**src/design/ntfv_pkg.sv**
```systemverilog
`timescale 1ns / 1ps
// ----------------------------------------------------------------------------
// ntfv_pkg
// Shared widths, character codes, status codes, register indexes and types
// for the numeric text field validator.
// ----------------------------------------------------------------------------
package ntfv_pkg;

    // Digit store depth, also the widest output field
    localparam int MAX_WIDTH = 32;

    localparam int ADDR_W    = $clog2(MAX_WIDTH);
    localparam int CNT_W     = $clog2(MAX_WIDTH + 2);   // holds MAX_WIDTH+1
    localparam int DEC_W     = 6;                       // holds DECS_CAP
    localparam int SUM_W     = $clog2(MAX_WIDTH + 66);  // digits plus padding
    localparam int CFG_IDX_W = 3;
    localparam int CFG_DAT_W = 6;

    localparam logic [CNT_W-1:0] CNT_MAX  = CNT_W'(MAX_WIDTH + 1);
    localparam logic [DEC_W-1:0] DECS_CAP = DEC_W'(32);

    // ASCII codes
    localparam logic [7:0] CH_ZERO  = 8'h30;
    localparam logic [7:0] CH_NINE  = 8'h39;
    localparam logic [7:0] CH_POINT = 8'h2E;
    localparam logic [7:0] CH_COMMA = 8'h2C;
    localparam logic [7:0] CH_SPACE = 8'h20;
    localparam logic [7:0] CH_OPEN  = 8'h28;
    localparam logic [7:0] CH_CLOSE = 8'h29;
    localparam logic [7:0] CH_MINUS = 8'h2D;
    localparam logic [7:0] CH_PLUS  = 8'h2B;
    localparam logic [7:0] CH_NUL   = 8'h00;

    // Result status codes
    localparam logic [3:0] STAT_OK          = 4'd0;
    localparam logic [3:0] STAT_MULTI_SIGN  = 4'd1;
    localparam logic [3:0] STAT_SIGN_REJ    = 4'd2;
    localparam logic [3:0] STAT_BAD_FIN     = 4'd3;
    localparam logic [3:0] STAT_MULTI_POINT = 4'd4;
    localparam logic [3:0] STAT_DECS_REJ    = 4'd5;
    localparam logic [3:0] STAT_INVALID     = 4'd6;
    localparam logic [3:0] STAT_DECS_HIDDEN = 4'd7;
    localparam logic [3:0] STAT_DECS_OVER   = 4'd8;
    localparam logic [3:0] STAT_TOO_MANY    = 4'd9;

    // Sign state codes
    localparam logic [1:0] SIGN_NONE  = 2'd0;
    localparam logic [1:0] SIGN_PLUS  = 2'd1;
    localparam logic [1:0] SIGN_MINUS = 2'd2;
    localparam logic [1:0] SIGN_OPEN  = 2'd3;

    // Configuration register indexes
    localparam logic [CFG_IDX_W-1:0] REG_SIGNED     = 3'd0;
    localparam logic [CFG_IDX_W-1:0] REG_DECIMALS   = 3'd1;
    localparam logic [CFG_IDX_W-1:0] REG_ZERO_FILL  = 3'd2;
    localparam logic [CFG_IDX_W-1:0] REG_THOUSANDS  = 3'd3;
    localparam logic [CFG_IDX_W-1:0] REG_COMMA_PT   = 3'd4;
    localparam logic [CFG_IDX_W-1:0] REG_DECS_WANT  = 3'd5;
    localparam logic [CFG_IDX_W-1:0] REG_HIDE_DECS  = 3'd6;
    localparam logic [CFG_IDX_W-1:0] REG_FIELD_WID  = 3'd7;

    typedef struct packed {
        logic       signed_enable;
        logic       decimals_enable;
        logic       zero_fill;
        logic       thousands_enable;
        logic       comma_is_point;
        logic [4:0] decimals_wanted;
        logic       hide_decimals;
        logic [5:0] field_width;
    } cfg_t;

    // Scan state seen by the finishing sequencer
    typedef struct packed {
        logic [CNT_W-1:0] digit_count;
        logic [DEC_W-1:0] decimals_seen;
        logic [1:0]       sign_state;
        logic             point_seen;
        logic             all_zero;
        logic [3:0]       error_code;
    } run_t;

    typedef enum logic [2:0] {
        FSM_SCAN,
        FSM_LOAD,
        FSM_CHECK,
        FSM_ERR,
        FSM_EMIT
    } fsm_state_t;

endpackage

```
**src/design/ntfv_digit_ram.sv**
```systemverilog
`timescale 1ns / 1ps
// ----------------------------------------------------------------------------
// ntfv_digit_ram
// Simple dual-port RAM, one write and one registered read port.
// ----------------------------------------------------------------------------
module ntfv_digit_ram #(
    parameter int DEPTH = 32,
    parameter int WIDTH = 4
) (
    input  logic                     clk,
    input  logic                     wr_en,
    input  logic [$clog2(DEPTH)-1:0] wr_addr,
    input  logic [WIDTH-1:0]         wr_data,
    input  logic                     rd_en,
    input  logic [$clog2(DEPTH)-1:0] rd_addr,
    output logic [WIDTH-1:0]         rd_data
);

    logic [WIDTH-1:0] mem [DEPTH];

    always_ff @(posedge clk)
    begin
        if (wr_en)
        begin
            mem[wr_addr] <= wr_data;
        end
    end

    // read data holds while rd_en is low
    always_ff @(posedge clk)
    begin
        if (rd_en)
        begin
            rd_data <= mem[rd_addr];
        end
    end

endmodule

```
**src/design/ntfv_scan.sv**
```systemverilog
`timescale 1ns / 1ps
// ----------------------------------------------------------------------------
// ntfv_scan
// Per-character scan: classifies each character, updates the run state and
// writes digits into the digit store.
// ----------------------------------------------------------------------------
module ntfv_scan (
    input  logic                        clk,
    input  logic                        rst_n,
    input  ntfv_pkg::cfg_t              cfg,
    input  logic                        accept,
    input  logic                        has_char,
    input  logic [7:0]                  text_char,
    input  logic                        clear_run,
    output ntfv_pkg::run_t              run,
    output logic                        wr_en,
    output logic [ntfv_pkg::ADDR_W-1:0] wr_addr,
    output logic [3:0]                  wr_data
);
    import ntfv_pkg::*;

    run_t run_reg, run_next;
    logic stopped_reg, stopped_next;

    logic [7:0] pt_char;
    logic [7:0] thou_char;
    logic       sep_on;
    logic       is_digit;

    assign pt_char   = cfg.comma_is_point ? CH_COMMA : CH_POINT;
    assign thou_char = cfg.comma_is_point ? CH_POINT : CH_COMMA;
    assign sep_on    = cfg.thousands_enable && !cfg.zero_fill;
    assign is_digit  = (text_char >= CH_ZERO) && (text_char <= CH_NINE);

    assign wr_addr = run_reg.digit_count[ADDR_W-1:0];
    assign wr_data = text_char[3:0];

    always_comb
    begin
        run_next     = run_reg;
        stopped_next = stopped_reg;
        wr_en        = 1'b0;
        if (accept && has_char && (run_reg.error_code == STAT_OK) && !stopped_reg)
        begin
            priority if (is_digit)
            begin
                if (text_char != CH_ZERO)
                begin
                    run_next.all_zero = 1'b0;
                end
                wr_en = (run_reg.digit_count < CNT_W'(MAX_WIDTH));
                if (run_reg.digit_count < CNT_MAX)
                begin
                    run_next.digit_count = run_reg.digit_count + 1'b1;
                end
                if (run_reg.point_seen && (run_reg.decimals_seen < DECS_CAP))
                begin
                    run_next.decimals_seen = run_reg.decimals_seen + 1'b1;
                end
            end
            else if ((text_char == CH_MINUS) || (text_char == CH_PLUS)
                     || (text_char == CH_OPEN))
            begin
                priority if (run_reg.sign_state != SIGN_NONE)
                    run_next.error_code = STAT_MULTI_SIGN;
                else if (!cfg.signed_enable)
                    run_next.error_code = STAT_SIGN_REJ;
                else if (text_char == CH_MINUS)
                    run_next.sign_state = SIGN_MINUS;
                else if (text_char == CH_PLUS)
                    run_next.sign_state = SIGN_PLUS;
                else
                    run_next.sign_state = SIGN_OPEN;
            end
            else if (text_char == CH_CLOSE)
            begin
                if (run_reg.sign_state == SIGN_OPEN)
                    run_next.sign_state = SIGN_MINUS;
                else
                    run_next.error_code = STAT_BAD_FIN;
            end
            else if (text_char == CH_SPACE)
            begin
                if (run_reg.digit_count != '0)
                    stopped_next = 1'b1;
            end
            else if (text_char == pt_char)
            begin
                priority if (run_reg.point_seen)
                    run_next.error_code = STAT_MULTI_POINT;
                else if (cfg.decimals_enable)
                    run_next.point_seen = 1'b1;
                else
                    run_next.error_code = STAT_DECS_REJ;
            end
            else if (!(sep_on && (text_char == thou_char)))
            begin
                run_next.error_code = STAT_INVALID;
            end
        end
        if (clear_run)
        begin
            run_next.digit_count   = '0;
            run_next.decimals_seen = '0;
            run_next.sign_state    = SIGN_NONE;
            run_next.point_seen    = 1'b0;
            run_next.all_zero      = 1'b1;
            run_next.error_code    = STAT_OK;
            stopped_next           = 1'b0;
        end
    end

    always_ff @(posedge clk or negedge rst_n)
    begin
        if (!rst_n)
        begin
            run_reg.digit_count   <= '0;
            run_reg.decimals_seen <= '0;
            run_reg.sign_state    <= SIGN_NONE;
            run_reg.point_seen    <= 1'b0;
            run_reg.all_zero      <= 1'b1;
            run_reg.error_code    <= STAT_OK;
            stopped_reg           <= 1'b0;
        end
        else
        begin
            run_reg     <= run_next;
            stopped_reg <= stopped_next;
        end
    end

    assign run = run_reg;

`ifndef SYNTHESIS
    a_count_bound: assert property (@(posedge clk) disable iff (!rst_n)
        run_reg.digit_count <= CNT_MAX)
        else $error("digit count past saturation");

    a_decs_bound: assert property (@(posedge clk) disable iff (!rst_n)
        run_reg.decimals_seen <= DECS_CAP)
        else $error("decimal count past saturation");
`endif

endmodule

```
**src/design/ntfv_emit.sv**
```systemverilog
`timescale 1ns / 1ps
// ----------------------------------------------------------------------------
// ntfv_emit
// End-of-text sequencer: final checks, padding, and field output through a
// registered output stage, reading digits back from the store.
// ----------------------------------------------------------------------------
module ntfv_emit (
    input  logic                        clk,
    input  logic                        rst_n,
    input  ntfv_pkg::cfg_t              cfg,
    input  ntfv_pkg::run_t              run,
    input  logic                        start,
    output logic                        busy,
    output logic                        clear_run,
    output logic                        rd_en,
    output logic [ntfv_pkg::ADDR_W-1:0] rd_addr,
    input  logic [3:0]                  rd_data,
    output logic                        out_valid,
    input  logic                        out_stall,
    output logic [7:0]                  out_char,
    output logic [3:0]                  status,
    output logic                        last_out
);
    import ntfv_pkg::*;

    fsm_state_t state_reg, state_next;

    logic [SUM_W-1:0] p_reg, p_next;
    logic [SUM_W-1:0] lead_reg, lead_next;
    logic [3:0]       code_reg, code_next;
    logic             data_ok_reg, data_ok_next;

    logic             out_valid_reg;
    logic [7:0]       out_char_reg;
    logic [3:0]       status_reg;
    logic             last_reg;

    logic [SUM_W-1:0] w_c;
    logic [SUM_W-1:0] fw_c;
    logic [SUM_W-1:0] cnt_c;
    logic [SUM_W-1:0] total_c;
    logic [4:0]       wanted_c;
    logic [3:0]       code_c;

    logic             slot_free;
    logic             p_last;
    logic             out_load;
    logic [SUM_W-1:0] q_c;
    logic [SUM_W-1:0] rd_pos;
    logic [SUM_W-1:0] rd_full;
    logic [7:0]       char_c;

    // field width clamped into 1..MAX_WIDTH
    assign fw_c = SUM_W'(cfg.field_width);
    always_comb
    begin
        priority if (fw_c == '0)
            w_c = SUM_W'(1);
        else if (fw_c > SUM_W'(MAX_WIDTH))
            w_c = SUM_W'(MAX_WIDTH);
        else
            w_c = fw_c;
    end

    // final checks; rd_data holds store entry 0 in the check state
    assign cnt_c    = SUM_W'(run.digit_count);
    assign wanted_c = cfg.decimals_enable ? cfg.decimals_wanted : 5'd0;
    always_comb
    begin
        code_c  = run.error_code;
        total_c = cnt_c;
        if ((code_c == STAT_OK) && cfg.decimals_enable)
        begin
            priority if (cfg.hide_decimals && run.point_seen)
                code_c = STAT_DECS_HIDDEN;
            else if (SUM_W'(run.decimals_seen) > SUM_W'(wanted_c))
                code_c = STAT_DECS_OVER;
            else
                total_c = cnt_c + SUM_W'(wanted_c) - SUM_W'(run.decimals_seen);
        end
        if ((code_c == STAT_OK) && (total_c > w_c))
        begin
            code_c = STAT_TOO_MANY;
        end
        if ((code_c == STAT_OK) && cfg.signed_enable)
        begin
            // a non-zero digit would land in the sign place
            priority if ((total_c == w_c) && (cnt_c != '0) && (rd_data != 4'd0))
                code_c = STAT_TOO_MANY;
            else if (run.sign_state == SIGN_OPEN)
                code_c = STAT_BAD_FIN;
        end
    end

    assign slot_free = !out_valid_reg || !out_stall;
    assign p_last    = (p_reg == (w_c - 1'b1));

    // character for position p_reg
    assign q_c = p_reg - lead_reg;
    always_comb
    begin
        if ((p_reg >= lead_reg) && (q_c < cnt_c))
            char_c = CH_ZERO + {4'd0, rd_data};
        else
            char_c = CH_ZERO;
        if ((p_reg == '0) && cfg.signed_enable)
        begin
            priority if (run.all_zero)
                char_c = CH_SPACE;
            else if (run.sign_state == SIGN_MINUS)
                char_c = CH_MINUS;
            else
                char_c = CH_PLUS;
        end
    end

    // next state
    always_comb
    begin
        state_next = state_reg;
        unique case (state_reg)
            FSM_SCAN:
            begin
                if (start)
                    state_next = FSM_LOAD;
            end
            FSM_LOAD:
                state_next = FSM_CHECK;
            FSM_CHECK:
                state_next = (code_c != STAT_OK) ? FSM_ERR : FSM_EMIT;
            FSM_ERR:
            begin
                if (slot_free)
                    state_next = FSM_SCAN;
            end
            FSM_EMIT:
            begin
                if (data_ok_reg && slot_free && p_last)
                    state_next = FSM_SCAN;
            end
            default:
                state_next = FSM_SCAN;
        endcase
    end

    // control outputs
    always_comb
    begin
        busy      = 1'b1;
        rd_en     = 1'b0;
        rd_pos    = p_reg;
        out_load  = 1'b0;
        clear_run = 1'b0;
        unique case (state_reg)
            FSM_SCAN:
                busy = 1'b0;
            FSM_LOAD:
            begin
                rd_en  = 1'b1;
                rd_pos = lead_reg;   // overridden below: entry 0
            end
            FSM_CHECK:
                ;
            FSM_ERR:
            begin
                out_load  = slot_free;
                clear_run = slot_free;
            end
            FSM_EMIT:
            begin
                if (!data_ok_reg)
                begin
                    rd_en = 1'b1;
                end
                else if (slot_free)
                begin
                    out_load  = 1'b1;
                    clear_run = p_last;
                    rd_en     = !p_last;
                    rd_pos    = p_reg + 1'b1;
                end
            end
            default:
                ;
        endcase
    end

    assign rd_full = rd_pos - lead_reg;
    assign rd_addr = (state_reg == FSM_LOAD) ? '0 : rd_full[ADDR_W-1:0];

    // sequencer datapath
    always_comb
    begin
        p_next       = p_reg;
        lead_next    = lead_reg;
        code_next    = code_reg;
        data_ok_next = data_ok_reg;
        if (state_reg == FSM_CHECK)
        begin
            p_next       = '0;
            lead_next    = w_c - total_c;
            code_next    = code_c;
            data_ok_next = 1'b0;
        end
        else if (state_reg == FSM_EMIT)
        begin
            data_ok_next = 1'b1;
            if (out_load && !p_last)
                p_next = p_reg + 1'b1;
        end
    end

    always_ff @(posedge clk or negedge rst_n)
    begin
        if (!rst_n)
        begin
            state_reg     <= FSM_SCAN;
            data_ok_reg   <= 1'b0;
            out_valid_reg <= 1'b0;
        end
        else
        begin
            state_reg   <= state_next;
            data_ok_reg <= data_ok_next;
            if (out_load)
                out_valid_reg <= 1'b1;
            else if (!out_stall)
                out_valid_reg <= 1'b0;
        end
    end

    always_ff @(posedge clk)
    begin
        p_reg    <= p_next;
        lead_reg <= lead_next;
        code_reg <= code_next;
        if (out_load)
        begin
            if (state_reg == FSM_ERR)
            begin
                out_char_reg <= CH_NUL;
                status_reg   <= code_reg;
                last_reg     <= 1'b1;
            end
            else
            begin
                out_char_reg <= char_c;
                status_reg   <= STAT_OK;
                last_reg     <= p_last;
            end
        end
    end

    assign out_valid = out_valid_reg;
    assign out_char  = out_char_reg;
    assign status    = status_reg;
    assign last_out  = last_reg;

`ifndef SYNTHESIS
    a_pos_in_field: assert property (@(posedge clk) disable iff (!rst_n)
        (state_reg == FSM_EMIT) |-> (p_reg < w_c))
        else $error("output position beyond field width");

    a_err_result: assert property (@(posedge clk) disable iff (!rst_n)
        (out_load && (state_reg == FSM_ERR))
        |=> (out_valid_reg && last_reg && (status_reg != STAT_OK)))
        else $error("error result not single and final");

    a_mid_ok: assert property (@(posedge clk) disable iff (!rst_n)
        (out_valid_reg && !last_reg) |-> (status_reg == STAT_OK))
        else $error("non-final result carries an error status");
`endif

endmodule

```
**src/design/numeric_text_field_validator.sv**
```systemverilog
`timescale 1ns / 1ps
// ----------------------------------------------------------------------------
// numeric_text_field_validator
// Checks an ASCII number string against a configured format and emits the
// padded field, signed when so configured, one character per result, or a
// single error result.
//
//  channel | handshake             | payload
//  --------+-----------------------+----------------------------------------
//  input   | in_valid / in_stall   | has_char, text_char, end_of_text
//  output  | out_valid / out_stall | out_char, status, last_out
//  config  | cfg_write             | cfg_index, cfg_data
//
//  Scan: one character a cycle while in_stall is low, digits written into
//  the store RAM. End item: FSM_LOAD reads store entry 0, FSM_CHECK runs the
//  final checks; then FSM_ERR loads an error result, or FSM_EMIT primes the
//  RAM read, then loads one character a cycle while out_stall does not hold
//  the output register full, the clamped field width in all.
//  in_stall stays high from the end item until its last result is in the
//  output register; the next string can then start while it waits.
//  Reset: asynchronous, clears run, control and config state; the store has
//  no clearing pass since only digits written in the current run are read.
// ----------------------------------------------------------------------------
module numeric_text_field_validator (
    input  logic                           clk,
    input  logic                           rst_n,
    // input requests
    input  logic                           in_valid,
    output logic                           in_stall,
    input  logic                           has_char,
    input  logic [7:0]                     text_char,
    input  logic                           end_of_text,
    // result requests
    output logic                           out_valid,
    input  logic                           out_stall,
    output logic [7:0]                     out_char,
    output logic [3:0]                     status,
    output logic                           last_out,
    // configuration writes
    input  logic                           cfg_write,
    input  logic [ntfv_pkg::CFG_IDX_W-1:0] cfg_index,
    input  logic [ntfv_pkg::CFG_DAT_W-1:0] cfg_data
);
    import ntfv_pkg::*;

    cfg_t cfg_reg;

    logic              in_accept;
    logic              busy;
    logic              clear_run;
    run_t              run;
    logic              wr_en;
    logic [ADDR_W-1:0] wr_addr;
    logic [3:0]        wr_data;
    logic              rd_en;
    logic [ADDR_W-1:0] rd_addr;
    logic [3:0]        rd_data;

    // configuration registers; to be written only while idle, which the block itself does not enforce
    always_ff @(posedge clk or negedge rst_n)
    begin
        if (!rst_n)
        begin
            cfg_reg.signed_enable    <= 1'b0;
            cfg_reg.decimals_enable  <= 1'b0;
            cfg_reg.zero_fill        <= 1'b0;
            cfg_reg.thousands_enable <= 1'b0;
            cfg_reg.comma_is_point   <= 1'b0;
            cfg_reg.decimals_wanted  <= 5'd0;
            cfg_reg.hide_decimals    <= 1'b0;
            cfg_reg.field_width      <= 6'd1;
        end
        else if (cfg_write)
        begin
            unique case (cfg_index)
                REG_SIGNED:    cfg_reg.signed_enable    <= cfg_data[0];
                REG_DECIMALS:  cfg_reg.decimals_enable  <= cfg_data[0];
                REG_ZERO_FILL: cfg_reg.zero_fill        <= cfg_data[0];
                REG_THOUSANDS: cfg_reg.thousands_enable <= cfg_data[0];
                REG_COMMA_PT:  cfg_reg.comma_is_point   <= cfg_data[0];
                REG_DECS_WANT: cfg_reg.decimals_wanted  <= cfg_data[4:0];
                REG_HIDE_DECS: cfg_reg.hide_decimals    <= cfg_data[0];
                REG_FIELD_WID: cfg_reg.field_width      <= cfg_data[5:0];
            endcase
        end
    end

    // input taken only while the sequencer is not finishing a string
    assign in_stall  = busy;
    assign in_accept = in_valid && !in_stall;

    ntfv_scan u_scan (
        .clk       (clk),
        .rst_n     (rst_n),
        .cfg       (cfg_reg),
        .accept    (in_accept),
        .has_char  (has_char),
        .text_char (text_char),
        .clear_run (clear_run),
        .run       (run),
        .wr_en     (wr_en),
        .wr_addr   (wr_addr),
        .wr_data   (wr_data)
    );

    // digit store: one write port for the scan, one read port for output
    ntfv_digit_ram #(
        .DEPTH (MAX_WIDTH),
        .WIDTH (4)
    ) u_ram (
        .clk     (clk),
        .wr_en   (wr_en),
        .wr_addr (wr_addr),
        .wr_data (wr_data),
        .rd_en   (rd_en),
        .rd_addr (rd_addr),
        .rd_data (rd_data)
    );

    // end item: the scan update of that item lands first, the sequencer then
    // works from the registered run state
    ntfv_emit u_emit (
        .clk       (clk),
        .rst_n     (rst_n),
        .cfg       (cfg_reg),
        .run       (run),
        .start     (in_accept && end_of_text),
        .busy      (busy),
        .clear_run (clear_run),
        .rd_en     (rd_en),
        .rd_addr   (rd_addr),
        .rd_data   (rd_data),
        .out_valid (out_valid),
        .out_stall (out_stall),
        .out_char  (out_char),
        .status    (status),
        .last_out  (last_out)
    );

endmodule

```
**config.mk**
```make
export PLATFORM = sky130hd
export DESIGN_NAME = numeric_text_field_validator
export DESIGN_NICKNAME = d
export VERILOG_FILES = /design/src/design/ntfv_pkg.sv /design/src/design/ntfv_digit_ram.sv /design/src/design/ntfv_scan.sv /design/src/design/ntfv_emit.sv /design/src/design/numeric_text_field_validator.sv
export SDC_FILE = /design/constraint.sdc
export NUM_CORES = 1
export LEC_CHECK = 0
export BUFFER_PORTS_ARGS = -buffer_cell sky130_fd_sc_hd__buf_2
export CAP_MARGIN = 10
export CORE_MARGIN = 2
export CORE_UTILIZATION = 38
export CTS_CLUSTER_SIZE = 20
export DETAILED_ROUTE_END_ITERATION = 12
export SETUP_SLACK_MARGIN = 0.02
export SLEW_MARGIN = 25
export SYNTH_ARGS = -nofsm -noshare
export SYNTH_HDL_FRONTEND = slang
export SYNTH_SLANG_ARGS = --single-unit
```
**constraint.sdc**
```tcl
create_clock -name clk -period 6.3 [get_ports clk]
set_input_delay 0 -clock clk [delete_from_list [all_inputs] [get_ports clk]]
set_output_delay 0 -clock clk [all_outputs]
set_load 0.005 [all_outputs]
```
==> results.tsv <==
stage	metric	value	unit
synth	Post-synth EDFFs	154	
placement	routability cong.	0.9429	
synth	Cells after Synth	949	
layout	layout cells sized above 1	11.96	%
power	Lkg Pwr	4.541	nW
synth	Seq/Total Area, Yosys	54.41	%
clock_tree	H-tree levels	1	
floorplanning	die height	171.8	microns
job	max_cap viols	0	
synth	largest family of logic cells by synthesized area	simple AND/OR/NAND/NOR gates	
grt	vias in the first global route	7238	
power	IR drop worst, VDD	0.2494	mV
grt	largest net degree at the start of global routing	45	
sta	unrepaired setup endpoints after global routing	no	
sta	endpoints failing setup	0	
synth	synthesized area	10690	sq um
sta	Post-Route Skew	0.007166	ns
floorplanning	die area	29500	sq um
synth	post-synth top area cell	edfxtp_1	
synth	ys flop type	edfxtp_1	
setup_path	CP endpoint kind	register	
drt	Vias/cell	5.330	
layout	max FFs per register	128	
synth	multiplexer area fraction after synthesis	5.522	%
grt	antenna violations before repair	1	
placement	Port Buffers	36	
synth	post-synthesis xor/xnor area fraction	2.937	%
drt	Iter 0 DRT Violations	632	
floorplanning	io pins	39	
drt	Final ANT Viol Nets	0	
clock_tree	CTS resizes	0	
synth	ranking of synthesized cells by area	edfxtp_1 (43%), dfrtp_1 (9.4%), ha_1 (5.0%), nand2_1 (3.7%), nor2_1 (3.4%)	
floorplanning	core area	27780	sq um
synth	share of the synthesized area in the top cell type	43.24	%
synth	distinct cell type count after synthesis	83	
layout	Non-Filler Instances	1390	
clock_tree	Post-CTS Hold Buffers	15	
sta	period utilisation layout	72.39	%
placement	DP Area	11230	sq um
setup_path	crit path kind	register to register	
synth	Synth Area in Simple Gates	15.96	%
drt	Avg WL per Cell	19.12	microns
drt	routed via count	7409	
setup_path	crit-path max FO	20	
floorplanning	die width	171.8	microns
layout	Layout area overhead	12.96	%
sta	total negative slack	0	ns
power	pwr dens	474.6	nW/um^2
sta	slew margin rel.	36.68	%
clock_tree	CTS Buf Count	23	
setup_path	CP Launch Type	register	
clock_tree	clk buf depth	3	
drt	routed wire length	26580	microns
sta	Tmin final	4.561	ns
grt	GR Util All Layers	18.37	%
setup_path	worst-case reg-to-reg path depth	12	
setup_path	Worst EP required	6.54	ns
setup_path	crit path DAT	4.80	ns
placement	Post-DP HPWL	18530	microns
drt	DRC	0	
synth	async set-reset flop share out of synthesis	20.69	%
sta	pins over their slew limit	0	
floorplanning	Initial Util	38.49	%
synth	Yosys reg bits	203	
grt	grt total ovfl	0	
clock_tree	Clk pin slew, worst setup/hold paths	0.06	ns
synth	Synth Area in Compound Gates	11.00	%
sta	Slew @ Worst Pin	0.9425	ns
layout	Inserted Diodes	0	
clock_tree	cell chosen for the clock root	clkbuf_16	
grt	first-pass GRT wire length	41420	microns
drt	first drt pass iteration count	5	
placement	placed insts	1333	
layout	post-route cell area	12080	sq um
synth	post-synthesis adder-cell area fraction	6.529	%
synth	Avg Cell Area, Syn	11.27	sq um
worst_hold_path	Hold WC Path Type	input port to async pin	
clock_tree	Clock Latency Late Sink	0.51	ns
sta	Final Hold Viols	0	
synth	synth warn	0	
clock_tree	clock sinks	203	
floorplanning	row count	61	
layout	final-stage net count	1070	
clock_tree	Setup Buffers After CTS	0	
status	status	finished, final reports clean	
clock_tree	CTS tree	yes	
sta	fmax	0.2193	GHz
[stage by stage]
stage          worst slack (ns)  hold WS [ns]  util (%)  power (mW)
4_1_cts                   1.731       0.05938     43.47       5.756
3_5_place_dp              1.757        0.2305     40.42       4.484
6_report                  1.739       0.02871     43.48       5.733
3_3_place_gp              1.726        0.2162     40.42       4.459
5_1_grt                   1.362       0.06942     43.48       6.132
2_1_floorplan             2.456       -0.2956         -       3.797
[cell families (layout without fill, tap and decap cells)]
kind of cell	after synthesis	in the layout
other	1	2
DFF	203	203
muxes	52	52
and+or+nand+nor	349	349
buffers and inverters	89	151
adders and majority gates	51	51
xor gates and xnor gates	35	35
AOI/OAI and AO/OA	169	169
[cells in the mapped netlist (all sizes together), types with 9 or more instances]
| library cell | n |
|---|---|
| edfxtp | 154 |
| nand2 | 104 |
| nor2 | 97 |
| inv | 47 |
| ha | 43 |
| dfrtp | 40 |
| nand3 | 35 |
| a21oi | 32 |
| o21ai | 27 |
| mux2i | 26 |
| buf | 23 |
| mux2 | 23 |
| xnor2 | 23 |
| nor2b | 20 |
| clkbuf | 19 |
| nand2b | 16 |
| nor3 | 15 |
| a211oi | 13 |
| xor2 | 12 |
| and2 | 11 |
| a21boi | 10 |
| nand4 | 10 |
| a31oi | 9 |
| nor3b | 9 |
[layer usage]
| layer | up-vias | wire length, microns | GRT usage [%] |
|---|---|---|---|
| li1 | 3554 | - | - |
| met1 | 3601 | 12350 | 26.44 |
| met2 | 218 | 12040 | 29.35 |
| met3 | 36 | 1643 | 2.370 |
| met4 | 0 | 547 | 4.750 |
| met5 | - | 0 | 0 |
[final timing paths]
check / start / to / slack [ns]
max: u_emit.state_reg[0] / u_ram.rd_data[3] / 1.74
min: rst_n / u_scan.run[12] / 0.03
max reg2reg: u_emit.state_reg[0] / u_ram.rd_data[3] / 1.74
min reg2reg: cfg_reg[14] / cfg_reg[14] / 0.50
max in group asynchronous: rst_n / u_emit.data_ok_reg / 5.87
min in group clk: text_char[6] / u_scan.run[4] / 0.06
[worst max-delay path, cell delays in order (launching register included)]
cell and delay, ns:
dfrtp_1 0.49, nor3b_4 0.41, nor2_1 0.11, a21o_1 0.18
a221oi_1 0.25, ha_1 0.24, fa_1 0.66, nand2b_1 0.66
a211oi_1 0.45, a31oi_1 0.07, mux2_1 0.38, a2bb2oi_1 0.22
o221ai_1 0.15
[cells in the final DEF, fill, tap and decap left out, drive strengths merged, types with 9 or more instances in the layout]
| cell type | instances |
|---|---|
| a211oi | 13 |
| a21boi | 10 |
| a21oi | 32 |
| a31oi | 9 |
| and2 | 11 |
| buf | 47 |
| clkbuf | 28 |
| clkinv | 9 |
| dfrtp | 40 |
| dlygate4sd3 | 15 |
| edfxtp | 154 |
| ha | 43 |
| inv | 48 |
| mux2 | 23 |
| mux2i | 26 |
| nand2 | 104 |
| nand2b | 16 |
| nand3 | 35 |
| nand4 | 10 |
| nor2 | 97 |
| nor2b | 20 |
| nor3 | 15 |
| nor3b | 9 |
| o21ai | 27 |
| xnor2 | 23 |
| xor2 | 12 |
[power breakdown]
group          switching, mW  total, mW  internal [mW]
registers              0.139       1.77           1.63
clock network          0.535       1.25          0.715
logic                   1.64       2.71           1.07
[layout make-up]
cell class | instances | area, sq um
clock inverter | 14 | 105.1
sequential | 203 | 5818
tap | 378 | 473.0
fill | 2652 | 15700
timing repair buffer | 62 | 415.4
multi-input combinational | 658 | 4498
inverter | 47 | 176.4
clock buffer | 28 | 594.3
Power figures use the tool's default switching activity.
